## src/rtl/dgsd_pkg.sv

```systemverilog
`timescale 1ns / 1ps

package dgsd_pkg;

    // Default axis width and fixed field widths
    localparam int SAMPLE_WIDTH_DEF = 16;
    localparam int TIME_W           = 32;
    localparam int COUNT_W          = 32;
    localparam int FILT_W           = 24;
    localparam int THR_W            = 16;
    localparam int ALPHA_W          = 9;
    localparam int CFG_IDX_W        = 3;
    localparam int CFG_DATA_W       = 16;

    localparam logic [FILT_W-1:0] FILT_MAX = {FILT_W{1'b1}};

    // Register reset values
    localparam logic [THR_W-1:0]   ACCEL_THR_RST = 16'd2944;
    localparam logic [THR_W-1:0]   GYRO_THR_RST  = 16'd1024;
    localparam logic [THR_W-1:0]   MIN_INT_RST   = 16'd250;
    localparam logic [ALPHA_W-1:0] ALPHA_RST     = 9'd77;

    // Register indexes
    localparam logic [CFG_IDX_W-1:0] CFG_ACCEL_THR = 3'd0;
    localparam logic [CFG_IDX_W-1:0] CFG_GYRO_THR  = 3'd1;
    localparam logic [CFG_IDX_W-1:0] CFG_MIN_INT   = 3'd2;
    localparam logic [CFG_IDX_W-1:0] CFG_ALPHA     = 3'd3;

    // Item kinds on tuser
    localparam logic ACT_PROCESS = 1'b0;
    localparam logic ACT_CLEAR   = 1'b1;

    typedef enum logic [3:0] {
        ST_IDLE,
        ST_SQUARE,
        ST_ROOT,
        ST_DIFF,
        ST_MUL,
        ST_FILT,
        ST_DECIDE,
        ST_CLEAR,
        ST_OUT
    } t_state;

    typedef struct packed {
        logic capture;
        logic clear;
        logic square;
        logic root;
        logic diff;
        logic mul;
        logic filt;
        logic decide;
        logic post;
    } t_dp_cmd;

    typedef struct packed {
        logic out_free;
    } t_dp_sts;

endpackage

```

## src/rtl/dgsd_ctrl.sv

```systemverilog
`timescale 1ns / 1ps

module dgsd_ctrl import dgsd_pkg::*; #(
    parameter int SAMPLE_WIDTH = SAMPLE_WIDTH_DEF
) (
    input  logic    i_clk,
    input  logic    i_rst_n,
    input  logic    i_s_valid,
    input  logic    i_action,
    output logic    o_s_ready,
    output t_dp_cmd o_cmd,
    input  t_dp_sts i_sts
);

    localparam int CNT_W = $clog2(SAMPLE_WIDTH);
    localparam logic [CNT_W-1:0] SQ_LAST   = CNT_W'(2);
    localparam logic [CNT_W-1:0] ROOT_LAST = CNT_W'(SAMPLE_WIDTH - 1);

    t_state           r_state, n_state;
    logic [CNT_W-1:0] r_cnt, n_cnt;

    always_ff @(posedge i_clk) begin
        if (!i_rst_n) begin
            r_state <= ST_IDLE;
            r_cnt   <= '0;
        end else begin
            r_state <= n_state;
            r_cnt   <= n_cnt;
        end
    end

    always_comb begin
        n_state   = r_state;
        n_cnt     = r_cnt;
        o_cmd     = '0;
        o_s_ready = 1'b0;
        case (r_state)
            ST_IDLE: begin
                o_s_ready = 1'b1;
                if (i_s_valid) begin
                    o_cmd.capture = 1'b1;
                    n_cnt         = '0;
                    n_state       = (i_action == ACT_CLEAR) ? ST_CLEAR : ST_SQUARE;
                end
            end
            ST_SQUARE: begin
                o_cmd.square = 1'b1;
                if (r_cnt == SQ_LAST) begin
                    n_cnt   = '0;
                    n_state = ST_ROOT;
                end else begin
                    n_cnt = r_cnt + 1'b1;
                end
            end
            ST_ROOT: begin
                o_cmd.root = 1'b1;
                if (r_cnt == ROOT_LAST) begin
                    n_cnt   = '0;
                    n_state = ST_DIFF;
                end else begin
                    n_cnt = r_cnt + 1'b1;
                end
            end
            ST_DIFF: begin
                o_cmd.diff = 1'b1;
                n_state    = ST_MUL;
            end
            ST_MUL: begin
                o_cmd.mul = 1'b1;
                n_state   = ST_FILT;
            end
            ST_FILT: begin
                o_cmd.filt = 1'b1;
                n_state    = ST_DECIDE;
            end
            ST_DECIDE: begin
                o_cmd.decide = 1'b1;
                n_state      = ST_OUT;
            end
            ST_CLEAR: begin
                o_cmd.clear = 1'b1;
                n_state     = ST_OUT;
            end
            ST_OUT: begin
                if (i_sts.out_free) begin
                    o_cmd.post = 1'b1;
                    n_state    = ST_IDLE;
                end
            end
            default: begin
                n_state = ST_IDLE;
            end
        endcase
    end

endmodule

```

## src/rtl/dgsd_datapath.sv

```systemverilog
`timescale 1ns / 1ps

module dgsd_datapath import dgsd_pkg::*; #(
    parameter int SAMPLE_WIDTH = SAMPLE_WIDTH_DEF
) (
    input  logic                                     i_clk,
    input  logic                                     i_rst_n,
    input  t_dp_cmd                                  i_cmd,
    output t_dp_sts                                  o_sts,
    input  logic [((6*SAMPLE_WIDTH+TIME_W+7)/8)*8-1:0] i_s_data,
    input  logic                                     i_cfg_valid,
    input  logic [CFG_IDX_W-1:0]                     i_cfg_index,
    input  logic [CFG_DATA_W-1:0]                    i_cfg_data,
    input  logic                                     i_m_ready,
    output logic                                     o_m_valid,
    output logic [COUNT_W-1:0]                       o_m_count,
    output logic                                     o_m_det
);

    localparam int SW    = SAMPLE_WIDTH;
    localparam int SUM_W = 2 * SW;
    localparam int REM_W = SW + 3;
    localparam int D_W   = SW + 18;
    localparam int P_W   = D_W + ALPHA_W + 1;
    localparam int Q_W   = P_W - 8;
    localparam int NF_W  = Q_W + 1;

    // configuration registers
    logic [THR_W-1:0]   r_athr, r_gthr, r_mint;
    logic [ALPHA_W-1:0] r_alpha;
    logic [ALPHA_W-1:0] alpha_eff;

    always_ff @(posedge i_clk) begin
        if (!i_rst_n) begin
            r_athr  <= ACCEL_THR_RST;
            r_gthr  <= GYRO_THR_RST;
            r_mint  <= MIN_INT_RST;
            r_alpha <= ALPHA_RST;
        end else if (i_cfg_valid) begin
            case (i_cfg_index)
                CFG_ACCEL_THR: r_athr  <= i_cfg_data;
                CFG_GYRO_THR:  r_gthr  <= i_cfg_data;
                CFG_MIN_INT:   r_mint  <= i_cfg_data;
                CFG_ALPHA:     r_alpha <= i_cfg_data[ALPHA_W-1:0];
                default: ;
            endcase
        end
    end

    // alpha of zero behaves as one, above unity saturates at unity (256)
    always_comb begin
        if (r_alpha == '0) begin
            alpha_eff = ALPHA_W'(1);
        end else if (r_alpha > ALPHA_W'(256)) begin
            alpha_eff = ALPHA_W'(256);
        end else begin
            alpha_eff = r_alpha;
        end
    end

    logic [TIME_W-1:0] r_now;

    always_ff @(posedge i_clk) begin
        if (i_cmd.capture) begin
            r_now <= i_s_data[6*SW +: TIME_W];
        end
    end

    // two lanes: lane 0 accel, lane 1 gyro
    logic [FILT_W-1:0] r_f [2];
    logic              f_gt [2];

    for (genvar g = 0; g < 2; g++) begin : g_lane
        logic signed [SW-1:0]    r_ax [3];
        logic [SUM_W-1:0]        r_sum;
        logic [REM_W-1:0]        r_rem;
        logic [SW-1:0]           r_root;
        logic signed [D_W-1:0]   r_d;
        logic signed [P_W-1:0]   r_p;
        logic signed [SUM_W-1:0] sq;
        logic [REM_W-1:0]        rem_sh, trial;
        logic signed [P_W-1:0]   biased;
        logic signed [Q_W-1:0]   q;
        logic signed [NF_W-1:0]  nf;
        logic [THR_W-1:0]        thr;

        assign sq     = r_ax[0] * r_ax[0];
        assign rem_sh = {r_rem[REM_W-3:0], r_sum[SUM_W-1 -: 2]};
        assign trial  = {{(REM_W-SW-2){1'b0}}, r_root, 2'b01};
        // truncate toward zero: bias negatives before the arithmetic shift
        assign biased = r_p + $signed({{(P_W-8){1'b0}}, {8{r_p[P_W-1]}}});
        assign q      = biased[P_W-1:8];
        assign nf     = $signed({{(NF_W-FILT_W){1'b0}}, r_f[g]}) + $signed({q[Q_W-1], q});
        assign thr    = (g == 0) ? r_athr : r_gthr;
        assign f_gt[g] = r_f[g] > {thr, 8'b0};

        always_ff @(posedge i_clk) begin
            if (i_cmd.capture) begin
                for (int k = 0; k < 3; k++) begin
                    r_ax[k] <= i_s_data[(3*g+k)*SW +: SW];
                end
                r_sum  <= '0;
                r_rem  <= '0;
                r_root <= '0;
            end else if (i_cmd.square) begin
                r_sum <= r_sum + $unsigned(sq);
                r_ax[0] <= r_ax[1];
                r_ax[1] <= r_ax[2];
                r_ax[2] <= r_ax[0];
            end else if (i_cmd.root) begin
                r_sum <= {r_sum[SUM_W-3:0], 2'b00};
                if (rem_sh >= trial) begin
                    r_rem  <= rem_sh - trial;
                    r_root <= {r_root[SW-2:0], 1'b1};
                end else begin
                    r_rem  <= rem_sh;
                    r_root <= {r_root[SW-2:0], 1'b0};
                end
            end
            if (i_cmd.diff) begin
                r_d <= $signed({10'b0, r_root, 8'b0})
                     - $signed({{(D_W-FILT_W){1'b0}}, r_f[g]});
            end
            if (i_cmd.mul) begin
                r_p <= $signed({1'b0, alpha_eff}) * r_d;
            end
        end

        always_ff @(posedge i_clk) begin
            if (!i_rst_n || i_cmd.clear) begin
                r_f[g] <= '0;
            end else if (i_cmd.filt) begin
                if (nf < 0) begin
                    r_f[g] <= '0;
                end else if (nf > $signed({{(NF_W-FILT_W){1'b0}}, FILT_MAX})) begin
                    r_f[g] <= FILT_MAX;
                end else begin
                    r_f[g] <= nf[FILT_W-1:0];
                end
            end
        end
    end

    // step decision
    logic [COUNT_W-1:0] r_steps;
    logic [TIME_W-1:0]  r_last;
    logic               r_above, r_det;
    logic [TIME_W-1:0]  since;

    assign since = r_now - r_last;

    always_ff @(posedge i_clk) begin
        if (!i_rst_n || i_cmd.clear) begin
            r_steps <= '0;
            r_last  <= '0;
            r_above <= 1'b0;
            r_det   <= 1'b0;
        end else if (i_cmd.decide) begin
            r_det <= 1'b0;
            if (f_gt[0] && !r_above && f_gt[1]) begin
                r_above <= 1'b1;
                if (since >= {{(TIME_W-THR_W){1'b0}}, r_mint}) begin
                    r_steps <= r_steps + 1'b1;
                    r_last  <= r_now;
                    r_det   <= 1'b1;
                end
            end else if (!f_gt[0]) begin
                r_above <= 1'b0;
            end
        end
    end

    // output register
    always_ff @(posedge i_clk) begin
        if (!i_rst_n) begin
            o_m_valid <= 1'b0;
        end else if (i_cmd.post) begin
            o_m_valid <= 1'b1;
        end else if (i_m_ready) begin
            o_m_valid <= 1'b0;
        end
    end

    always_ff @(posedge i_clk) begin
        if (i_cmd.post) begin
            o_m_count <= r_steps;
            o_m_det   <= r_det;
        end
    end

    assign o_sts.out_free = !o_m_valid || i_m_ready;

endmodule

```

## src/rtl/dual_gate_step_detector_unit.sv

```systemverilog
`timescale 1ns / 1ps

// Dual-gate step detector: counts steps from a stream of IMU samples.
//
// Input stream (s_axis): one sample per transaction. tuser is the action
// (0 process, 1 clear all detector state). tdata carries six signed axes
// of SAMPLE_WIDTH bits (accel x/y/z, gyro x/y/z) and a 32-bit ms timestamp.
// Output stream (m_axis): one result per input; tdata is the step count,
// tuser flags that this sample counted a new step.
// Config channel: index/data write, always ready; write only while idle.
//
// Processing: each axis of a sample is squared and accumulated, then the sum
// goes through the bit-serial square root (one root bit per cycle, both vectors
// in parallel), then through difference, alpha multiply, filter update and
// decision before the result is posted. A clear zeroes the detector state and
// then posts its result. One sample is in flight at a time: a new sample is
// accepted only once the previous result has been posted. The square-root
// iteration is the longest step.
// A result waits in the output register while m_axis_tready is low; the next
// sample is accepted meanwhile and its result holds back until the slot frees.
// Reset (synchronous, active low) restores register defaults and zeroes count,
// filters, edge flag and last-step time.

module dual_gate_step_detector_unit import dgsd_pkg::*; #(
    parameter int SAMPLE_WIDTH = SAMPLE_WIDTH_DEF
) (
    input  logic                                        i_clk,
    input  logic                                        i_rst_n,
    input  logic                                        s_axis_tvalid,
    output logic                                        s_axis_tready,
    // accel_x, accel_y, accel_z, gyro_x, gyro_y, gyro_z, time_ms, zero pad
    input  logic [((6*SAMPLE_WIDTH+TIME_W+7)/8)*8-1:0]  s_axis_tdata,
    // action
    input  logic                                        s_axis_tuser,
    output logic                                        m_axis_tvalid,
    input  logic                                        m_axis_tready,
    // step_count
    output logic [COUNT_W-1:0]                          m_axis_tdata,
    // step_detected
    output logic                                        m_axis_tuser,
    input  logic                                        i_cfg_valid,
    output logic                                        o_cfg_ready,
    input  logic [CFG_IDX_W-1:0]                        i_cfg_index,
    input  logic [CFG_DATA_W-1:0]                       i_cfg_data
);

    t_dp_cmd cmd;
    t_dp_sts sts;

    // config registers take a write every cycle
    assign o_cfg_ready = 1'b1;

    dgsd_ctrl #(
        .SAMPLE_WIDTH (SAMPLE_WIDTH)
    ) u_ctrl (
        .i_clk     (i_clk),
        .i_rst_n   (i_rst_n),
        .i_s_valid (s_axis_tvalid),
        .i_action  (s_axis_tuser),
        .o_s_ready (s_axis_tready),
        .o_cmd     (cmd),
        .i_sts     (sts)
    );

    dgsd_datapath #(
        .SAMPLE_WIDTH (SAMPLE_WIDTH)
    ) u_dp (
        .i_clk       (i_clk),
        .i_rst_n     (i_rst_n),
        .i_cmd       (cmd),
        .o_sts       (sts),
        .i_s_data    (s_axis_tdata),
        .i_cfg_valid (i_cfg_valid),
        .i_cfg_index (i_cfg_index),
        .i_cfg_data  (i_cfg_data),
        .i_m_ready   (m_axis_tready),
        .o_m_valid   (m_axis_tvalid),
        .o_m_count   (m_axis_tdata),
        .o_m_det     (m_axis_tuser)
    );

endmodule

```

## config.mk

```make
export PLATFORM = sky130hd
export DESIGN_NAME = dual_gate_step_detector_unit
export DESIGN_NICKNAME = d
export VERILOG_FILES = /design/src/rtl/dgsd_pkg.sv /design/src/rtl/dgsd_ctrl.sv /design/src/rtl/dgsd_datapath.sv /design/src/rtl/dual_gate_step_detector_unit.sv
export SDC_FILE = /design/constraint.sdc
export NUM_CORES = 2
export LEC_CHECK = 0
export BUFFER_PORTS_ARGS = -buffer_cell sky130_fd_sc_hd__buf_2
export CAP_MARGIN = 10
export CORE_MARGIN = 2
export CORE_UTILIZATION = 39
export DETAILED_ROUTE_END_ITERATION = 7
export GPL_ROUTABILITY_DRIVEN = 0
export PLACE_DENSITY = 0.54
export SYNTH_ARGS = -nofsm -noshare
export SYNTH_HDL_FRONTEND = slang
export SYNTH_SLANG_ARGS = --single-unit
export TNS_END_PERCENT = 5
```

## constraint.sdc

```tcl
create_clock -name i_clk -period 11.8 [get_ports i_clk]
set_clock_uncertainty 0.05 [all_clocks]
set_input_delay 1.18 -clock i_clk [delete_from_list [all_inputs] [get_ports i_clk]]
set_output_delay 1.18 -clock i_clk [all_outputs]
set_load 0.05 [all_outputs]
```

==> summary by stage <==
Synthesis
Summing the areas of all and, or, nand and nor instances in the mapped netlist gives between 10% and 20% of the synthesized area. The multiplexer area fraction after synthesis is 0.456%. The synthesized netlist devotes a little under two fifths of its cell area to adder and majority cells. The main flop type after synthesis is sky130_fd_sc_hd__edfxtp_1. The largest family of logic cells by synthesized area is adder cells. In this run, synthesis inferred 329 flip-flops with an integrated enable. The mean post-synth cell area is 9.19 sq um. Of the synthesized area, sequential elements account for 22.7%. The compound-gate portion of the synthesized area is between 10% and 20%.

The post-synthesis cell count is 7263. The post-synthesis cell area is between 60000 and 70000 sq um. For this run, asynchronously set or reset flops after synthesis account for 0%. The number of nets handed over by synthesis was roughly 8900.

The synthesized design contains slightly below 600 register bits. The xor/xnor share of the synthesized area is 4.16%. The total of warnings raised by yosys is 0. The synthesized netlist contains 85 unique library cells.

Global routing
The global-route congestion overflow total is 0. The overall global routing resource usage is a little under a fifth. The maximum number of pins on one net before global-route repair is between 90 and 100. The initial antenna violation count is 2. The number of global-route vias before repair is slightly above 50000. The global-route wire length before repair is between 200 and 300 mm.

Clock tree
TritonCTS built the clock tree. The TritonCTS buffer count is 74. The clock passes through at most 3 buffers. The cell at the root of the clock tree is sky130_fd_sc_hd__clkbuf_16.

After clock tree synthesis, the flow added hold-fix buffers numbering 0. After clock tree synthesis, the clock-pin slew on the worst setup and hold paths is 0.07 ns. The H-tree depth reported by CTS is 3. The post-cts resize count is 0. The later pin in the worst-skew pair is clocked with a latency of ~0.69 ns. In this run the post-CTS setup repair buffer count came out at 0. The clock drives slightly below 600 sinks.

Timing
Setup repair after global routing left no endpoint under its margin. Headroom to the max-slew limit came out at between 20% and 30%. Counting I/O delays and the setup requirement, the final critical path takes slightly below 8 ns. Timing would allow up to 127 MHz. The number of failing setup endpoints in the final timing report is 0.

The total count of max-transition violations in the final report was 0. At the pin with the least slew margin, the transition time is about 1.2 ns. After routing, the total negative slack on setup checks comes to 0 ns.

In the finished design, the share of the clock period the worst path needs comes to between 60% and 70%. The count of endpoints failing hold in the final timing report is 0.

Critical path
STA puts the critical path data arrival time at a little over 8 ns. The delay contributed by the slowest stage of the critical path is 0.61 ns. The reg-to-reg critical path startpoint is u_dp.g_lane[1].r_ax[0][4]. The sort of element at the start of the critical path is a register. Counting cells, the worst reg-to-reg path comes to 24.

Counting stages on the worst path, the most repeated cell is sky130_fd_sc_hd__fa_1. The worst setup path is of the register to register kind. The slowest cell on the critical path is sky130_fd_sc_hd__edfxtp_1. Along the worst path, the maximum fanout reaches 14. Traced cell by cell, the critical path runs through inv_1, nor2_1, fa_1, inv_1, fa_1, inv_1, fa_1, fa_1, inv_1, fa_1, inv_1, fa_1, ha_1, and3_1, a221oi_1, o21ai_0, o311ai_0, o21ai_0, a211oi_1, o21ai_0, a21o_1, a31oi_1, mux2i_1, a211oi_1. The critical path endpoint category is a register.

The flop-to-flop setup slack is between 3 and 4 ns. The worst register-to-register path ends at u_dp.g_lane[1].r_sum[30]. The required time of the critical path is 12.25 ns.

Run status
The run finished with clean final reports.

Min path
The min-delay analysis places its worst path in the category register to register. The startpoint identified for the worst hold timing path is u_dp.r_det. The hold-critical path depth is 0. The worst hold path endpoint is u_dp.o_m_det.

Die
After floorplanning, the core was divided into 151 placement rows. In this run the vertical extent of the chip is 418 microns. The die outline width is 418 microns. The total die area is 174000 sq um. The placeable core region is ~170000 sq um. The initial core utilization is between 30% and 40%. approximately 190 I/O pins were placed.

Detailed routing
The first detailed-routing pass took 7 iterations. The detail route stage leaves a number of antenna-violating nets equal to 0. For this block, the initial DRC count from the detailed router was roughly 2800. Detailed routing inserted a total of approximately 50000 vias. The count of unresolved DRC violations after routing is 0. The routed length per placed instance is roughly 17 microns.

The per-cell via count in the routed design is just over 5. The final wirelength is 164 mm.

Placed design
Once detailed placement completed, the half-perimeter wirelength came to ~130 mm. The number of buffers inserted by port buffering is between 150 and 200.

Cells and area
The area added between synthesis and finish is 8.39%. The final layout contains a little under 9000 nets. Of the cells placed in the final design, the portion with a size suffix greater than 1 is 5.54%.

Flow run
The max capacitance violation total is 0.
## final cells by class
| cell class | instances | area [sq um] |
|---|---|---|
| clock buffer | 96 | 2000 |
| sequential | 591 | 15100 |
| antenna | 1 | 2.50 |
| tap | 2218 | 2780 |
| timing repair buffer | 235 | 1300 |
| inverter | 1241 | 4660 |
| fill | 16700 | 97300 |
| clock inverter | 40 | 532 |
| multi-input combinational | 5142 | 45900 |
## critical path, delay by kind of cell (launching register included)
kind / cells / cell delay (ns)
adder cells (fa/ha/maj): 7 / 3.14
AO/OA/AOI/OAI: 9 / 2.62
flip-flops: 1 / 0.61
buffers and inverters: 5 / 0.54
AND/OR/NAND/NOR: 2 / 0.50
multiplexers: 1 / 0.21
## cells in the final DEF (no fill, tap or decap), types with 12 or more instances in the layout
master	count
sky130_fd_sc_hd__a211oi_1	25
sky130_fd_sc_hd__or2_2	16
sky130_fd_sc_hd__nand3_1	124
sky130_fd_sc_hd__buf_4	48
sky130_fd_sc_hd__o21bai_1	21
sky130_fd_sc_hd__dfxtp_1	261
sky130_fd_sc_hd__nor2b_1	52
sky130_fd_sc_hd__or3_1	39
sky130_fd_sc_hd__o21ai_1	12
sky130_fd_sc_hd__o21a_1	56
sky130_fd_sc_hd__inv_1	1238
sky130_fd_sc_hd__nor2_1	278
sky130_fd_sc_hd__buf_2	187
sky130_fd_sc_hd__mux2i_1	27
sky130_fd_sc_hd__xor2_1	90
sky130_fd_sc_hd__nor3_1	75
sky130_fd_sc_hd__clkbuf_1	15
sky130_fd_sc_hd__nand4_1	45
sky130_fd_sc_hd__nand2b_1	57
sky130_fd_sc_hd__xnor2_1	227
sky130_fd_sc_hd__a21boi_0	55
sky130_fd_sc_hd__a21o_1	94
sky130_fd_sc_hd__o211ai_1	32
sky130_fd_sc_hd__and2_1	294
sky130_fd_sc_hd__o31ai_1	37
sky130_fd_sc_hd__clkbuf_16	74
sky130_fd_sc_hd__a31oi_1	28
sky130_fd_sc_hd__o21ai_0	237
sky130_fd_sc_hd__a222oi_1	21
sky130_fd_sc_hd__clkinv_2	14
sky130_fd_sc_hd__fa_1	911
sky130_fd_sc_hd__nor4_1	17
sky130_fd_sc_hd__a41oi_1	14
sky130_fd_sc_hd__nand2_1	1020
sky130_fd_sc_hd__and3_1	41
sky130_fd_sc_hd__or4_1	36
sky130_fd_sc_hd__ha_1	575
sky130_fd_sc_hd__edfxtp_1	329
sky130_fd_sc_hd__a21oi_1	411
## through the flow
stage	cell area (sq um)	hold WS, ns	cells	utilization (%)	setup slack, ns
3_3_place_gp	69800	0.376	9427	41.1	4.07
5_1_grt	72300	0.408	9564	42.6	3.37
3_5_place_dp	69800	0.374	9427	41.1	3.92
2_1_floorplan	66700	0.358	7263	-	3.20
4_1_cts	72300	0.385	9563	42.6	3.88
6_report	72300	0.392	9564	42.6	3.94
## state kept, by name, summed over array words and instances (netlist names)
register / cells
u_dp.g_lane.r_root: 32
u_dp.o_m_valid: 1
u_dp.r_f: 48
u_dp.g_lane.r_p: 70
u_dp.g_lane.r_rem: 34
u_dp.g_lane.r_sum: 64
u_dp.g_lane.r_ax: 96
u_dp.r_above: 1
u_dp.g_lane.thr: 32
u_dp.r_now: 32
u_dp.r_det: 1
u_dp.o_m_count: 32
u_ctrl.r_cnt: 4
u_dp.g_lane.r_d: 50
u_dp.r_alpha: 9
u_dp.r_last: 32
u_dp.r_steps: 32
u_dp.o_m_det: 1
u_ctrl.r_state: 4
u_dp.r_mint: 16
## cells in the mapped netlist (213+ instances only)
cell                       count  share of area, %
sky130_fd_sc_hd__o21ai_0     238               1.8
sky130_fd_sc_hd__dfxtp_1     262               7.9
sky130_fd_sc_hd__ha_1        575                11
sky130_fd_sc_hd__a21oi_1     411               3.1
sky130_fd_sc_hd__fa_1        911                27
sky130_fd_sc_hd__and2_1      294               2.8
sky130_fd_sc_hd__inv_1      1239               7.0
sky130_fd_sc_hd__nand2_1    1023               5.8
sky130_fd_sc_hd__nor2_1      280               1.6
sky130_fd_sc_hd__edfxtp_1    329                15
sky130_fd_sc_hd__xnor2_1     227               3.0
sky130_fd_sc_hd__clkbuf_1    213               1.2
## how the worst max path moves through the flow
stage / startpoint / cells after the start / end
2_1_floorplan: u_ctrl.r_state[2] / 2 / u_dp.g_lane[0].r_p[0]
3_3_place_gp: u_dp.g_lane[1].r_ax[0][4] / 24 / u_dp.g_lane[1].r_sum[30]
3_5_place_dp: u_dp.g_lane[1].r_ax[0][8] / 24 / u_dp.g_lane[1].r_sum[30]
4_1_cts: u_dp.g_lane[1].r_ax[0][8] / 24 / u_dp.g_lane[1].r_sum[30]
5_1_grt: u_dp.g_lane[1].r_ax[0][4] / 24 / u_dp.g_lane[1].r_sum[30]
6_report: u_dp.g_lane[1].r_ax[0][4] / 24 / u_dp.g_lane[1].r_sum[30]
## cell families after synthesis
group / Yosys count
AO/OA/AOI/OAI: 1163
AND/OR/NAND/NOR: 2143
flip-flops: 591
XOR/XNOR: 317
multiplexers: 30
adder cells (fa/ha/maj): 1488
buffers and inverters: 1530
other: 1
## layer usage
metal  wire length (microns)  global-route usage (%)
met1                   78000                    27.1
met2                   74600                    30.8
met4                    4500                    4.99
met3                    7200                    2.64
met5                       0                       0
Power is not shown: default switching activity piles up to over one toggle a cycle in this logic, so the estimate is an artifact.
